**config.mk**
```make
export PLATFORM = sky130hd
export DESIGN_NAME = srbt_cell
export DESIGN_NICKNAME = d
export VERILOG_FILES = /design/src/rtl/srbt_pkg.sv /design/src/rtl/srbt_cell.sv
export SDC_FILE = /design/constraint.sdc
export NUM_CORES = 1
export LEC_CHECK = 0
export BUFFER_PORTS_ARGS = -buffer_cell sky130_fd_sc_hd__buf_2
export CAP_MARGIN = 20
export CORE_AREA = 8 8 150 152
export DETAILED_ROUTE_END_ITERATION = 10
export DIE_AREA = 0 0 158 160
export GPL_TIMING_DRIVEN = 0
export PLACE_DENSITY = 0.68
export SLEW_MARGIN = 10
export SYNTH_ARGS = -nofsm -noshare
export SYNTH_HDL_FRONTEND = slang
export SYNTH_SLANG_ARGS = --single-unit
export TNS_END_PERCENT = 100
```
**constraint.sdc**
```tcl
create_clock -name clk -period 5.2 [get_ports clk]
set_input_delay 0.52 -clock clk [delete_from_list [all_inputs] [get_ports clk]]
set_output_delay 0.52 -clock clk [all_outputs]
set_load 0.02 [all_outputs]
```
**src/rtl/srbt_pkg.sv**
```systemverilog
// ----------------------------------------------------------------------------
// srbt_pkg: shared types and constants of the sequence range blacklist table
// Entry and control types, operation and status codes, field widths.
// ----------------------------------------------------------------------------
package srbt_pkg;

  localparam int MAX_RANGES = 16;
  localparam int STEP_W     = $clog2(MAX_RANGES);
  localparam int CNT_W      = $clog2(MAX_RANGES + 1);
  localparam int SEQ_W      = 64;
  localparam int IN_W       = 264;
  localparam int OUT_W      = 72;

  localparam logic [SEQ_W-1:0] U64_MAX = {SEQ_W{1'b1}};

  typedef enum logic [2:0] {
    OP_ADD      = 3'd0,
    OP_QUERY    = 3'd1,
    OP_NEXT_BL  = 3'd2,
    OP_NEXT_OK  = 3'd3,
    OP_LAST_BL  = 3'd4,
    OP_COLLECT  = 3'd5
  } op_t;

  localparam logic [1:0] ST_OK    = 2'd0;
  localparam logic [1:0] ST_FULL  = 2'd1;
  localparam logic [1:0] ST_EMPTY = 2'd2;

  typedef enum logic [2:0] {
    S_IDLE,
    S_FOLD,
    S_COUNT,
    S_WALK,
    S_FIN
  } state_t;

  typedef struct packed {
    logic [SEQ_W-1:0] start_seq;
    logic [SEQ_W-1:0] end_seq;
    logic             dirty;
  } entry_t;

  typedef struct packed {
    logic              shift;
    logic              wr;
    logic [STEP_W-1:0] wr_idx;
    entry_t            wr_data;
    logic              clr;
    logic [CNT_W-1:0]  clr_from;
  } cell_ctl_t;

endpackage

```
**src/rtl/srbt_cell.sv**
```systemverilog
// ----------------------------------------------------------------------------
// srbt_cell: one table entry of the rotating chain
// Takes its neighbor's entry on a shift; a write aimed at it takes priority.
// ----------------------------------------------------------------------------
module srbt_cell (
  input  logic                      clk,
  input  logic                      rst_n,
  input  logic [srbt_pkg::STEP_W-1:0] idx,
  input  srbt_pkg::cell_ctl_t       ctl,
  input  srbt_pkg::entry_t          nbr,
  output srbt_pkg::entry_t          q
);
  import srbt_pkg::*;

  entry_t ent_r;
  entry_t ent_nxt;

  always_comb begin
    ent_nxt = ent_r;
    if (ctl.shift) begin
      ent_nxt = nbr;
    end
    if (ctl.wr && (ctl.wr_idx == idx)) begin
      ent_nxt = ctl.wr_data;
    end
    if (ctl.clr && (CNT_W'(idx) >= ctl.clr_from)) begin
      ent_nxt.dirty = 1'b0;
    end
  end

  // Only the dirty mark is reset; the range fields are don't-care until written.
  always_ff @(posedge clk) begin
    ent_r.start_seq <= ent_nxt.start_seq;
    ent_r.end_seq   <= ent_nxt.end_seq;
    if (!rst_n) begin
      ent_r.dirty <= 1'b0;
    end else begin
      ent_r.dirty <= ent_nxt.dirty;
    end
  end

  assign q = ent_r;

endmodule

```
# Word level (Yosys, flattened, before mapping)
# Index checks and enable logic that the tools add are counted.
dict set report word_totals {
  regBits 129
  elab_cells 12
  in_bits 276
  out_inout_bits 129
}
dict set report classes {
  n_eq_ne 1
  n_bitwise 1
  reduce_logical 4
  muxes 2
  magnitude_cmp 1
}
# op n
set ops {}
lappend ops {{129-bit two-way mux} 2}
lappend ops {{4-bit by 5-bit greater-or-equal comparator with 1-bit output} 1}
lappend ops {{4-bit equality test} 1}
lappend ops {{1-bit logical AND} 2}
lappend ops {{2-bit nonzero test} 1}
lappend ops {{2-bit OR reduction} 1}
lappend ops {{1-bit inverter} 1}

# Depth between registers and ports, before layout
# Gate-level depths: netlist (run 1).
dict set report logic_depth {
  word_depth 3
  ltp_mapped 8
  depth_no_buf 7
}

# Worst setup path before layout (run 1)
# No wires, ideal clock.
dict set report synth_timing {
  path_type {in2reg}
  start {input port idx[3] (netlist bit)}
  end {register ent_r, in the netlist q[100], enable pin}
  path_buffers 3
  stages 7
  setup_slack_ps 83
  arrival_time_ps 4607
  setup_time_ps 510
  required_ps 4690
  path_cell_list {inv_1 a222oi_1 or4b_1 buf_2 buf_8 buf_6 nand2b_1}
}
dict set report synth_between {
  elab_chain_len 3
}
# element line
set synth_lines {}
lappend synth_lines {{start, declared} srbt_cell.sv:8} ;# input logic [srbt_pkg::STEP_W-1:0] idx,
lappend synth_lines {{4-bit equality test} srbt_cell.sv:23} ;# if (ctl.wr && (ctl.wr_idx == idx)) begin
lappend synth_lines {{1-bit logical AND} srbt_cell.sv:23}
lappend synth_lines {{2-bit nonzero test (no line)} --}
lappend synth_lines {{end, declared} srbt_cell.sv:15} ;# entry_t ent_r;
# No other way between the ends.
# A chain may end at the register's enable or synchronous reset.

# Final worst setup path (run 1)
dict set report layout_timing {
  start {input port idx[3] (netlist bit)}
  end {register ent_r, in the netlist q[6], enable pin}
}
# The elaborated chain is that of the path after synthesis.

==> impl_metrics.py, run 1 <==
metrics = {
    "outcome": {
        "status": "finished, final reports clean",
    },
    "placement": {
        "dp_hpwl_um": 15800,
        "dp_slack_ps": 2390,
        "finalWeightedCongestion": 0.775,
        "dp_cells": 973,
        "placed_cell_area_um2": 8370,
        "io_buffers": 404,
    },
    "die": {
        "initial_core_util": 0.297,
        "ios": 405,
        "core_area_um2": 20000,
        "fp-row-count": 52,
        "die_area_um2": 25300,
        "fp.dieH_um": 160,
        "die_width_um": 158,
    },
    "drt": {
        "via_per_inst": 4.26,
        "firstDrtPassIters": 4,
        "drt-met1-wl_um": 6710,
        "routed_wl_um": 19300,
        "drtAntennaViolNets": 0,
        "wire_per_inst_um": 19.2,
        "via_count": 4280,
        "highest_layer": "met4",
        "drtIter0Drc": 201,
        "wl_met2_um": 10300,
        "drc": 0,
        "dr_wl_met3_um": 2010,
    },
    "worst_setup_path": {
        "r2r_setup_slack_ps": 4510,
        "critPathArrivalTime_ps": 2450,
        "critical-path-top-delay-family": "buffers and inverters",
        "path_max_fanout": 62,
        "critPathBufInv": 6,
        "cpPeakStageDelay_ps": 450,
        "cp_slowest_cell": "or4b_1",
        "rr_worst_depth": 2,
        "cp.required_ps": 5270,
        "cpMostUsedCell": "buf_2",
        "r2r_end": "q[0]",
        "critPathKind": "input port to flop",
        "setup.worst_path.end_class": "flop",
        "crit_path_cell_trace": "buf_2 > inv_1 > a222oi_1 > or4b_1 > buf_2 > buf_8 > buf_6 > nand2b_4 > buf_16",
        "startpoint_type": "input port",
        "reg2reg_from": "q[0]",
    },
    "global_routing": {
        "grt_util_all_layers": 0.147,
        "grt_pass1_vias": 4819,
        "grt_max_degree": 63,
        "grt_overflow": 0,
        "grt_pass1_wl_um": 27600,
        "antenna_found_initial": 0,
    },
    "synth": {
        "ys_seq_elements": 129,
        "syn-instance-count": 297,
        "yosysWarningCount": 0,
        "synth_cell_types": 21,
        "synth.yosys.seq_area_share": 0.649,
        "synth.avg_cell_area_um2": 20.0,
        "syn-cell-area_um2": 5950,
        "synth_fp_nets": 577,
    },
    "clock_network": {
        "clockBufferDepth": 2,
        "cts_made_buffers": 17,
        "clk_pin_slew_worst_paths_ps": 60,
        "cts_setup_buffers": 0,
        "cts_root_buf": "clkbuf_16",
        "tritoncts": "done",
        "htree_levels": 4,
        "cts_resized": 0,
        "insertion_delay_ps": 400,
        "cts.sinks": 129,
        "cts_hold_buf": 0,
    },
    "sta": {
        "max_freq_mhz": 419,
        "whs_ps": 361,
        "finalWorstSetupSlack_ps": 2820,
        "fin_tns_setup_ps": 0,
        "slew_headroom": 0.770,
        "worst_pin_slew_ps": 345,
        "hold_violations": 0,
        "skew_ps": 0,
        "maxSlewViolCount": 0,
        "rsz0062_at_grt": "false",
        "setup_viol": 0,
        "final.min_clock_period_ps": 2380,
        "fin_crit_sh": 0.459,
    },
    "final_layout": {
        "drive_above_1_share": 0.792,
        "nets": 1002,
        "synthToLayoutAreaGrowth_pct": 50.9,
        "final_area_um2": 8980,
        "fin_util": 0.448,
        "largest_reg_flops": 129,
        "stdcell_count": 1005,
        "diodes": 0,
    },
    "worst_hold_path": {
        "hp-class": "input port to flop",
        "hold_path_depth": 3,
        "hold_path.startpoint": "rst_n",
        "whs_endpoint": "q[0]",
    },
    "job": {
        "cap_violations": 0,
    },
    "power_and_ir_drop": {
        "p_total_mw": 3.05,
        "p_leak_nw": 4.36,
        "peakVddDrop_mv": 0.201,
        "powerDensity_nw_per_um2": 339,
    },
}
cell type report:
cell class | count | area [µm²]
inverters | 6 | 22.5
multi-input cells | 147 | 1930
plain buffers | 15 | 141
fillers | 1871 | 11100
well taps | 270 | 338
clock buffers | 17 | 425
flip-flops and latches | 129 | 3860
clock inverters | 15 | 183
repair buffers | 406 | 2080
placed cells by master, fill, tap and decap left out, types with 2 or more instances in the layout:
master and n:
a211oi_1 2, buf_16 2, buf_2 409, buf_6 9, bufinv_16 3, clkbuf_16 17
clkinv_2 2, clkinv_4 3, clkinvlp_4 2, edfxtp_1 128, ha_1 4, inv_1 5
inv_6 3, mux2_2 41, mux2_4 87, o21ai_0 3
Yosys cell counts:
master,n,share of area
buf_8,1,0.0025
inv_2,1,0.00063
ha_1,4,0.0084
mux2_4,87,0.22
edfxtp_1,128,0.65
o21ai_0,3,0.0025
buf_2,5,0.0042
a222oi_1,1,0.0017
mux2i_1,1,0.0017
o22ai_1,1,0.0011
nand2b_1,2,0.0021
dfxtp_1,1,0.0034
a211oi_1,2,0.0025
nor2b_1,1,0.0011
nor2_1,1,0.00063
mux2_2,41,0.078
a21o_1,1,0.0013
buf_6,9,0.017
inv_1,5,0.0032
or4b_1,1,0.0017
xor2_1,1,0.0015
worst register-to-register path, cell delays in order, from the launching register on:
cell	delay, ps
dfxtp_1	330
mux2i_1	70
a211oi_1	210
report_power, final:
group	switching [mW]	leakage, nW	internal (mW)
registers	0.0255	1.27	1.27
clock network	0.470	0.294	0.761
logic	0.285	2.80	0.240
total	0.780	4.36	2.27
cells by family after synthesis:
logic type               after synthesis  share of synthesized area
AO/OA/AOI/OAI                          8                    0.00904
XOR/XNOR                               1                    0.00147
adder cells (fa/ha/maj)                4                    0.00841
buffers and inverters                 21                     0.0275
flip-flops                           129                      0.649
multiplexers                         129                      0.299
AND/OR/NAND/NOR                        5                    0.00547
worst max path at each step:
| stage | start | end | slack, ps | cells past startpoint |
|---|---|---|---|---|
| after detailed placement | idx[3] | q[73] | 2390 | 9 |
| final | idx[3] | q[6] | 2820 | 9 |
| after floorplan | idx[3] | q[100] | 80 | 7 |
| after global placement | idx[3] | q[98] | -1510 | 8 |
| after CTS | idx[3] | q[98] | 2830 | 9 |
| after global routing | idx[3] | q[92] | 2720 | 9 |
routing by layer:
metal	vias to the layer above	global-route usage
li1	2017	-
met1	2022	0.147
met2	223	0.272
met3	18	0.0540
met4	0	0.0510
met5	-	0
Power figures use the tool's default switching activity.
==> inputs of run 2 (changes only) <==
Settings changed: ABC_AREA set to 1, CORE_AREA 8 8 150 152 to 8 8 149 151, DIE_AREA 0 0 158 160 to 0 0 157 159, PLACE_DENSITY 0.68 to 0.71.
Clock period 5.2 ns to 2 ns, I/O delays scaled along.
==> run 2 against run 1 <==
  * Wire length grew 16%
  * Largest cell class unchanged
  * Synthesized cell count increased by 100%
  * Via count is 28% higher
  * Die area decreased by 1.3%
  * Clock skew did not move
  * Highest routed layer is now met5
  * Clock-buffer cell count is 1 higher
  * Sequential share of layout area decreased by 1.8 points
  * Combinational power grew to 2.7 times the previous value
  * Area after synthesis up 7.3%
==> impl_metrics.py, run 2 <==
metrics = {
    "placement": {
        "dp_hpwl_um": 18000,
        "finalWeightedCongestion": 0.862,
        "dp_slack_ps": -581,
        "io_buffers": 404,
    },
    "synth": {
        "synth_top_family_by_area": "compound AO/OA/AOI/OAI gates",
        "synthAdderAreaFrac": 0.00784,
        "yosys.area.top_type": "edfxtp_1",
        "synth.avg_cell_area_um2": 10.7,
        "synth_top_area_frac": 0.602,
        "synth_edf_count": 128,
        "synthMuxAreaShare": 0,
        "yosys.area_share.simple": 0.0978,
        "synth.most_common_cell": "nand2_1",
        "synthFlopType": "edfxtp_1",
        "synth_cell_types": 18,
        "ys_seq_elements": 129,
        "synth_compound_area_frac": 0.160,
        "synth-xor-area-share": 0,
        "async_reset_ff_frac": 0,
        "synth.yosys.seq_area_share": 0.605,
        "syn-cell-area_um2": 6390,
        "yosysWarningCount": 0,
        "syn-instance-count": 596,
        "synth_fp_nets": 876,
        "synth_commonest_cells": "nand2_1, inv_1, edfxtp_1, o21ai_2, buf_6",
        "yosys-top-cells-area": "edfxtp_1, o21ai_2, nand2_1, inv_1, buf_6",
    },
    "power_and_ir_drop": {
        "powerDensity_nw_per_um2": 846,
        "p_leak_nw": 4.95,
        "peakVddDrop_mv": 0.529,
    },
    "clock_network": {
        "cts_root_buf": "clkbuf_16",
        "cts_made_buffers": 17,
        "cts_hold_buf": 0,
        "clockBufferDepth": 2,
        "cts_setup_buffers": 0,
        "tritoncts": "done",
        "clk_pin_slew_worst_paths_ps": 60,
        "insertion_delay_ps": 410,
        "htree_levels": 4,
        "cts.sinks": 129,
    },
    "global_routing": {
        "grt_max_degree": 65,
        "antenna_found_initial": 2,
        "grt_pass1_wl_um": 33500,
        "grt_overflow": 0,
        "grt_util_all_layers": 0.178,
        "grt_pass1_vias": 5986,
    },
    "die": {
        "fp-row-count": 52,
        "die_area_um2": 25000,
        "fp.dieH_um": 159,
        "core_area_um2": 19800,
        "die_width_um": 157,
        "ios": 405,
        "initial_core_util": 0.322,
    },
    "drt": {
        "drtAntennaViolNets": 0,
        "via_per_inst": 4.22,
        "drtIter0Drc": 281,
        "routed_wl_um": 22500,
        "firstDrtPassIters": 4,
        "drc": 0,
        "wire_per_inst_um": 17.3,
        "via_count": 5496,
    },
    "sta": {
        "skew_ps": 0,
        "setup_viol": 0,
        "fin_tns_setup_ps": 0,
        "finalWorstSetupSlack_ps": 302,
        "rsz0062_at_grt": "false",
        "hold_violations": 0,
        "slew_headroom": 0.630,
        "final.min_clock_period_ps": 1700,
        "worst_pin_slew_ps": 554,
        "fin_crit_sh": 0.849,
        "max_freq_mhz": 589,
        "maxSlewViolCount": 0,
    },
    "worst_setup_path": {
        "critPathKind": "input port to flop",
        "cp.required_ps": 2040,
        "reg2reg_from": "q[0]",
        "worstSetupStartpoint": "idx[2]",
        "path_max_fanout": 64,
        "setup.worst_path.end_class": "flop",
        "startpoint_type": "input port",
        "critPathArrivalTime_ps": 1740,
    },
    "final_layout": {
        "nets": 1299,
        "multi_input_area_um2": 1730,
        "largest_reg_flops": 129,
        "nFillCells": 1882,
        "final_common_cell": "buf_2",
        "fin_util": 0.472,
        "layout_common_cells": "buf_2, nand2_1, inv_1, edfxtp_1, o21ai_2",
        "seqCellArea_um2": 3860,
        "drive_above_1_share": 0.547,
        "synthToLayoutAreaGrowth_pct": 46.7,
    },
    "job": {
        "cap_violations": 0,
    },
    "worst_hold_path": {
        "hold_path.startpoint": "nbr[103]",
        "hp-class": "input port to flop",
    },
    "outcome": {
        "status": "finished, final reports clean",
    },
}
[run 2: cell count changes in the layout (fill, tap and decap cells not counted), sizes merged, moves of 2 or more]
| cell | previous run | this run |
|---|---|---|
| inv | 10 | 147 |
| o21ai | 3 | 128 |
| nand3 | 0 | 2 |
| nand4 | 0 | 3 |
| nand2b | 2 | 0 |
| a211oi | 2 | 0 |
| nand2 | 0 | 150 |
| nor2 | 1 | 7 |
| clkbuf | 17 | 20 |
| mux2 | 128 | 0 |
| buf | 421 | 429 |
[run 2: cell families (layout without fill, tap and decap cells)]
kind of cell | count (synthesis) | after routing
AOI/OAI and AO/OA | 129 | 129
adders and majority gates | 4 | 4
buffers and inverters | 173 | 607
DFF | 129 | 129
other | 0 | 1
and+or+nand+nor | 161 | 162
[run 2: where the power goes]
group | internal, mW | total [mW] | switching, mW
clock | 1.96 | 3.15 | 1.20
combinational | 0.530 | 1.42 | 0.890
sequential | 3.29 | 3.36 | 0.0666
total | 5.78 | 7.93 | 2.15
[run 2: repair_timing]
item	in CTS	in global routing
cloned	1	0
endpoints found under the hold margin	0	0
resized for setup	1	0
endpoints found under the setup margin	128	128
pin swaps	1	0
[run 2: cell type report]
type / instances / share of cell area
clock inverter: 13 / 0.0172
tap: 270 / 0.0360
antenna: 1 / 0.000267
multi-input combinational: 295 / 0.185
timing repair buffer: 404 / 0.216
buffer: 27 / 0.0295
clock buffer: 18 / 0.0458
inverter: 145 / 0.0581
sequential: 129 / 0.412
[run 2: worst max-delay path, cell delays in order]
cell     delay (ps)
buf_2           120
nor2_1           80
nor2_1           60
nor2_2          130
nand3_2         450
nand2_8         580
[run 2: worst paths after layout]
check / slack (ps) / endpoint / depth (start not counted)
hold / removal: 60 / q[103] / 3
setup / recovery: 300 / q[15] / 6
setup reg to reg: 1280 / q[0] / 6
hold reg to reg: 630 / q[0] / 6
[run 2: per-stage QoR]
stage          total power [mW]  area, µm²  cells  hold slack, ps
4_1_cts                    8.03       9370   1302            43.9
6_report                   7.93       9370   1302            58.4
3_5_place_dp               4.86       8760   1270             479
5_1_grt                    8.27       9370   1302            51.5
2_1_floorplan              4.18       6400    596             324
3_3_place_gp               4.82       8760   1270             474
[run 2: per-layer routing]
| layer | vias up | GRT usage | routed length (µm) |
|---|---|---|---|
| met1 | 2433 | 0.182 | 8180 |
| met2 | 277 | 0.320 | 11400 |
| li1 | 2755 | - | - |
| met5 | - | 0 | 11 |
| met4 | 2 | 0.0638 | 531 |
| met3 | 29 | 0.0689 | 2290 |
